==> config.mk <==
export PLATFORM = sky130hd
export DESIGN_NAME = citt_front
export DESIGN_NICKNAME = d
export VERILOG_FILES = /design/src/connection_id_translation_table_macros.svh /design/src/citt_pkg.sv /design/src/citt_front.sv
export SDC_FILE = /design/constraint.sdc
export NUM_CORES = 1
export LEC_CHECK = 0
export BUFFER_PORTS_ARGS = -buffer_cell sky130_fd_sc_hd__buf_4
export CORE_AREA = 2 2 151 153
export CTS_BUF_LIST = sky130_fd_sc_hd__clkbuf_16
export CTS_CLUSTER_SIZE = 28
export DETAILED_ROUTE_END_ITERATION = 6
export DIE_AREA = 0 0 153 155
export PLACE_DENSITY_LB_ADDON = 0.25
export SETUP_SLACK_MARGIN = 0.15
export SLEW_MARGIN = 20
export SYNTH_ARGS = -nofsm -noshare
export SYNTH_HDL_FRONTEND = slang
export SYNTH_SLANG_ARGS = --single-unit
==> constraint.sdc <==
create_clock -name i_clk -period 6.85 [get_ports i_clk]
set_clock_uncertainty 0.15 [all_clocks]
set_input_delay 1.0275 -clock i_clk [delete_from_list [all_inputs] [get_ports i_clk]]
set_output_delay 1.0275 -clock i_clk [all_outputs]
set_load 0.005 [all_outputs]
==> src/connection_id_translation_table_macros.svh <==
// assertion macros for the connection id translation table
`ifndef CONNECTION_ID_TRANSLATION_TABLE_MACROS_SVH
`define CONNECTION_ID_TRANSLATION_TABLE_MACROS_SVH
`define CITT_ASSERT(label, clk, rst_n, prop, msg) \
    label: assert property (@(posedge clk) disable iff (!rst_n) prop) else $error(msg);
`define CITT_ASSERT_NEVER(label, clk, rst_n, cond, msg) \
    label: assert property (@(posedge clk) disable iff (!rst_n) !(cond)) else $error(msg);
`endif

==> src/citt_pkg.sv <==
// package with types and constants for the connection id translation table
package citt_pkg;
    localparam int unsigned DefTableEntries = 64;
    localparam int unsigned DefSocketBits   = 16;
    localparam int unsigned QueueDepth      = 2;

    typedef enum logic [2:0] {
        CMD_GET_OR_CREATE = 3'd0,
        CMD_REVERSE       = 3'd1,
        CMD_LIST          = 3'd2,
        CMD_DEL_PAIR      = 3'd3,
        CMD_DEL_SOCKET    = 3'd4
    } t_cmd;

    typedef enum logic [1:0] {
        ST_OK       = 2'd0,
        ST_NOTFOUND = 2'd1,
        ST_FULL     = 2'd2
    } t_status;

    typedef struct packed {
        logic [2:0]  command;
        logic [15:0] socket_handle;
        logic [31:0] client_id;
        logic [31:0] server_id_in;
    } t_in_item;

    typedef struct packed {
        logic [1:0]  status;
        logic [31:0] server_id_out;
        logic [15:0] socket_out;
        logic [31:0] client_id_out;
        logic        last;
    } t_out_item;

    typedef struct packed {
        logic        known;
        logic [2:0]  command;
        logic [15:0] socket;
        logic [31:0] client_id;
        logic [31:0] server_id;
    } t_job;
endpackage

==> src/citt_front.sv <==
// front end: accepts transactions, classifies and queues them
module citt_front #(
    parameter int unsigned SOCKET_BITS = citt_pkg::DefSocketBits
) (
    input  logic               i_clk,
    input  logic               i_rst_n,
    input  logic               i_valid,
    output logic               o_stall,
    input  citt_pkg::t_in_item i_item,
    output logic               o_job_valid,
    input  logic               i_job_take,
    output citt_pkg::t_job     o_job
);
    import citt_pkg::*;
    localparam int unsigned PtrBits = $clog2(QueueDepth);
    localparam logic [15:0] SockMask = 16'((33'd1 << SOCKET_BITS) - 33'd1);

    t_job               r_q [QueueDepth];
    logic [PtrBits-1:0] r_wp, r_rp;
    logic [PtrBits:0]   r_cnt;
    t_job               n_job;
    logic               w_push, w_pop;

    always_comb begin
        n_job.known     = (i_item.command <= CMD_DEL_SOCKET);
        n_job.command   = i_item.command;
        n_job.socket    = i_item.socket_handle & SockMask;
        n_job.client_id = i_item.client_id;
        n_job.server_id = i_item.server_id_in;
    end

    assign o_stall     = (r_cnt == (PtrBits+1)'(QueueDepth));
    assign w_push      = i_valid && !o_stall;
    assign o_job_valid = (r_cnt != '0);
    assign w_pop       = o_job_valid && i_job_take;
    assign o_job       = r_q[r_rp];

    always_ff @(posedge i_clk) begin
        if (w_push) begin
            r_q[r_wp] <= n_job;
        end
        if (!i_rst_n) begin
            r_wp  <= '0;
            r_rp  <= '0;
            r_cnt <= '0;
        end else begin
            if (w_push) r_wp <= r_wp + 1'b1;
            if (w_pop)  r_rp <= r_rp + 1'b1;
            r_cnt <= r_cnt + (PtrBits+1)'(w_push) - (PtrBits+1)'(w_pop);
        end
    end
endmodule

Word level (Yosys, flattened, before mapping) --
Memory sizes are Yosys's and may differ from the RTL's. A register that Yosys moved wholly into a read port is not among the register bits. Cells that the tools add are included.
Storage, ports and cells: bits in registers 4, RAM bits 168, output and inout port bits 86, word-level logic and storage cells 18, memories 1
Operators by class: add/subtract/negate cells 4, order comparisons 1, eq/ne operators 1, mux-type cells 4, reductions and logical operators 4
Memories:
- r_q | words 2, width 84, read ports 1, clocked after Yosys merged registers in 1, write ports 1, line citt_front.sv:18 | t_job r_q [QueueDepth];
Operator list (count):
- 1-bit two-way mux | 4
- 3-bit <= comparator, second input constant | 1
- 1-bit adder, second input constant | 2
- 2-bit by 1-bit adder with 2-bit output | 1
- 2-bit equality test, second input constant | 1
- 1-bit logical AND | 2
- 2-bit nonzero test | 1
- 2-bit by 1-bit subtractor with 2-bit output | 1
- 1-bit logical NOT | 1

Logic depth before layout (Yosys ltp) --
depth after elaboration 5, mapped depth 8, mapped depth without buffers 8

Worst setup path before layout --
Ideal clock, no wire load.
path type input port to flip-flop, from input port i_valid, to memory r_q[0][0] in the netlist's numbering, enable pin, arrival time 4624 ps, slack 1550 ps, cell stages on the path 2, path buffers 0, cells stage by stage nand2_1 > nor2_1
On the way: cells in the longest elaborated chain, start to end 3
Ends and longest elaborated chain:
- start: declaration | line citt_front.sv:7 | input logic i_valid,
- 1-bit logical AND | line citt_front.sv:33 | assign w_push = i_valid && !o_stall;
- 1-bit two-way mux | line citt_front.sv:39 | if (w_push) begin
- 1-bit two-way mux (implied by the code) | line citt_front.sv:40 | r_q[r_wp] <= n_job;
- end: declaration | line citt_front.sv:18
No other way between the ends.

==> flow_metrics.tcl <==
set metrics [dict create \
    grt_pass1_wl_um 18200 \
    cp_cell_sequence "buf_4 -> mux2_4 -> buf_4" \
    post_detailed_route_count_of_antenna_violating_nets 0 \
    remaining_drc_errors 0 \
    worst_slew_pin_slew_ns 0.849 \
    netlist_area_pre_place_um2 6550 \
    cp.arrival_ns 2.51 \
    grt_pass1_vias 3413 \
    worst_hold_path_cell_count 2 \
    power_frac_seq_pct 44.2 \
    synth.largest_area_cell "sky130_fd_sc_hd__edfxtp_1" \
    finalNetCount 564 \
    final.fill_count 2071 \
    worst-path-stages 3 \
    wl_um 12100 \
    final_hpwl_from_detailed_placement_um 7930 \
    postSynthCellCount 289 \
    clock-root-buffer "sky130_fd_sc_hd__clkbuf_16" \
    h-tree-depth 4 \
    viasPerCell 4.16 \
    globalRouteTotalUtil_pct 10.2 \
    critPathMostFrequentCell "sky130_fd_sc_hd__buf_4" \
    critPathLaunchType "register" \
    die_x_um 153 \
    run_status "finished clean" \
    layout_common_cells "sky130_fd_sc_hd__buf_4 (175), sky130_fd_sc_hd__edfxtp_1 (168), sky130_fd_sc_hd__mux2_4 (60)" \
    clk_path_buf_depth 2 \
    number_of_clock_buffers_inserted_by_tritoncts 17 \
    synth-warning-count 0 \
    initial_core_util_pct 29.5 \
    fin_worst_hold_slack_ns 0.364 \
    postLayoutCellArea_um2 8750 \
    sequential_cell_area_um2 5150 \
    synth.avg_cell_area_um2 22.7 \
    post_dp_cell_area_um2 8140 \
    drtPass1Iterations 4 \
    syn_nets 378 \
    timing.max_cap.violations 0 \
    ys_top_cells_by_area "sky130_fd_sc_hd__edfxtp_1 (77%), sky130_fd_sc_hd__mux2_4 (14%), sky130_fd_sc_hd__mux2_2 (4.1%)" \
    hold_start "r_rp$_SDFFE_PN0P_" \
    netSwitchingPower_mw 0.804 \
    cts_hold_buffers 0 \
    comb_power_share_pct 26.8 \
    multi_input_comb_area_um2 1310 \
    min_path_type "register to register" \
    pin_count_of_the_biggest_net_entering_global_routing 48 \
    postCtsSetupBuffers 0 \
    clk_pin_slew_worst_paths_ns 0.06 \
    die-area_um2 23700 \
    cts-resized-gates 0 \
    fin_crit_ns 3.69 \
    final_layout_size_suffix_gt1_share_pct 59.4 \
    route.vias.total 3216 \
    share_of_the_yosys_chip_area_belonging_to_registers_pct 78.6 \
    tritoncts "yes" \
    buffer_ports.inserted 172 \
    cellLeakagePower_nw 3.36 \
    grt_setup_unrepaired "false" \
    yosysUniqueCellTypes 20 \
    power.ir.vdd_worst_mv 0.183 \
    cell_internal_pwr_mw 2.47 \
    max_freq_mhz 271 \
    insertion_delay_ns 0.41 \
    timing.reg2reg.worst_path_depth 5 \
    postSynthRegisterBits 173 \
    critical_path.max_stage_delay_ns 0.76 \
    whs_endpoint "r_rp$_SDFFE_PN0P_" \
    totalPowerFinal_mw 3.27 \
    critical_path_peak_fanout 46 \
    dieHeight_um 155 \
    reg_to_reg_startpoint "r_cnt[0]$_SDFF_PN0_" \
    worst-endpoint-required_ns 5.67 \
    relative_slew_margins_pct 43.4 \
    finalMaxSlewViolations 0 \
    mostFrequentLayoutCell "sky130_fd_sc_hd__buf_4" \
    power_density_nw_per_um2 374 \
    report.final.hold_viol_count 0 \
    boundaryPins 173 \
    globalRoute.totalOverflow 0 \
    critical_path.reg2reg.endpoint "r_q[0][31]$_DFFE_PP_" \
    critical_path_buf_inv_count 2 \
    setup_violations 0 \
    crit_slowest_cell "sky130_fd_sc_hd__dfxtp_4" \
    drt-initial-drc-count 114 \
    timing.reg2reg.setup_slack_ns 4.37 \
    area.growth.synth_to_final_pct 33.7 \
    initial_antenna_violation_count 1 \
    post-route-period-util_pct 53.8 \
    fin_setup_tns_ns 0 \
    wl_per_cell_um 15.7 \
    core_ar_um2 22200 \
    clkPwrFrac_pct 29.0 \
    setup.worst_path.end_class "output pin" \
    numClockSinks 173 \
    critical-path-top-delay-family "buffers and inverters" \
    global_placer_s_final_weighted_congestion 0.660 \
    row_count 55 \
    area_fraction_of_the_dominant_cell_type_after_synthesis_pct 77.1 \
    p_sw_share_pct 24.6 \
    path_class "register to output pin" \
]
power groups by stage:
stage	registers (mW)	logic (mW)	clock network, mW
CTS	1.45	0.895	0.985
detailed placement	1.48	0.893	0
finish	1.45	0.878	0.948
global placement	1.47	0.891	0
global route	1.47	0.946	1.03
floorplan	1.44	0.532	0
synthesized netlist by cell type (all sizes together):
cell type / count
and2: 2
and3: 1
buf: 9
dfxtp: 5
edfxtp: 168
ha: 2
inv: 3
mux2: 84
mux2i: 1
nand2: 2
nand2b: 2
nor2: 4
nor3: 1
o21a: 1
o21ai: 1
or2: 1
xnor2: 1
xor2: 1
how the worst max path moves through the flow:
stage,end,slack (ns)
after floorplan,r_q[0][0]$_DFFE_PP_,1.55
final,o_job[58],3.16
after global placement,r_q[0][53]$_DFFE_PP_,3.41
after global routing,o_job[70],2.97
after CTS,o_job[70],3.03
after detailed placement,r_q[0][69]$_DFFE_PP_,3.35
logic make-up after synthesis:
kind of cell	count (synthesis)	synth area share, %
muxes	85	18.0
adders and majority gates	2	0.382
and+or+nand+nor	13	0.994
DFF	173	78.6
AOI/OAI and AO/OA	2	0.191
xor gates and xnor gates	2	0.268
buffers and inverters	12	1.53
registers in the layout, summed over array words and instances, names as in the netlist, named ones only:
signal	count
r_q	168
r_cnt	2
r_rp	1
r_wp	1
per-layer routing:
metal / part of all wire, % / track usage (%) / routed length, µm
met5: 0 / 0 / 0
met4: 1.3 / 3.48 / 161
met3: 8.5 / 5.15 / 1030
met2: 48 / 16.9 / 5840
met1: 42 / 11.4 / 5090
area by class of cell:
cell class | count | area share, %
inverters | 3 | 0.129
clock buffers | 17 | 4.86
repair buffers | 176 | 15.2
diodes | 1 | 0.0286
flip-flops and latches | 173 | 58.8
multi-input cells | 104 | 15.0
well taps | 285 | 4.08
clock inverters | 15 | 1.80
metrics by stage:
| step | instances | util (%) | setup WS, ns |
|---|---|---|---|
| finish | 774 | 39.4 | 3.16 |
| global route | 773 | 39.4 | 2.97 |
| CTS | 772 | 39.3 | 3.03 |
| detailed placement | 740 | 36.6 | 3.35 |
| global placement | 740 | 36.6 | 3.41 |
| floorplan | 289 | - | 1.55 |
worst register-to-register path, stage by stage, from the launching register on:
cell and delay, ns:
sky130_fd_sc_hd__dfxtp_1 0.36, sky130_fd_sc_hd__nand2b_1 0.18, sky130_fd_sc_hd__nand2_1 0.15, sky130_fd_sc_hd__nor2_4 0.41
sky130_fd_sc_hd__buf_12 0.25, sky130_fd_sc_hd__buf_4 0.56
Note: power is estimated with default switching activity, not from simulation.
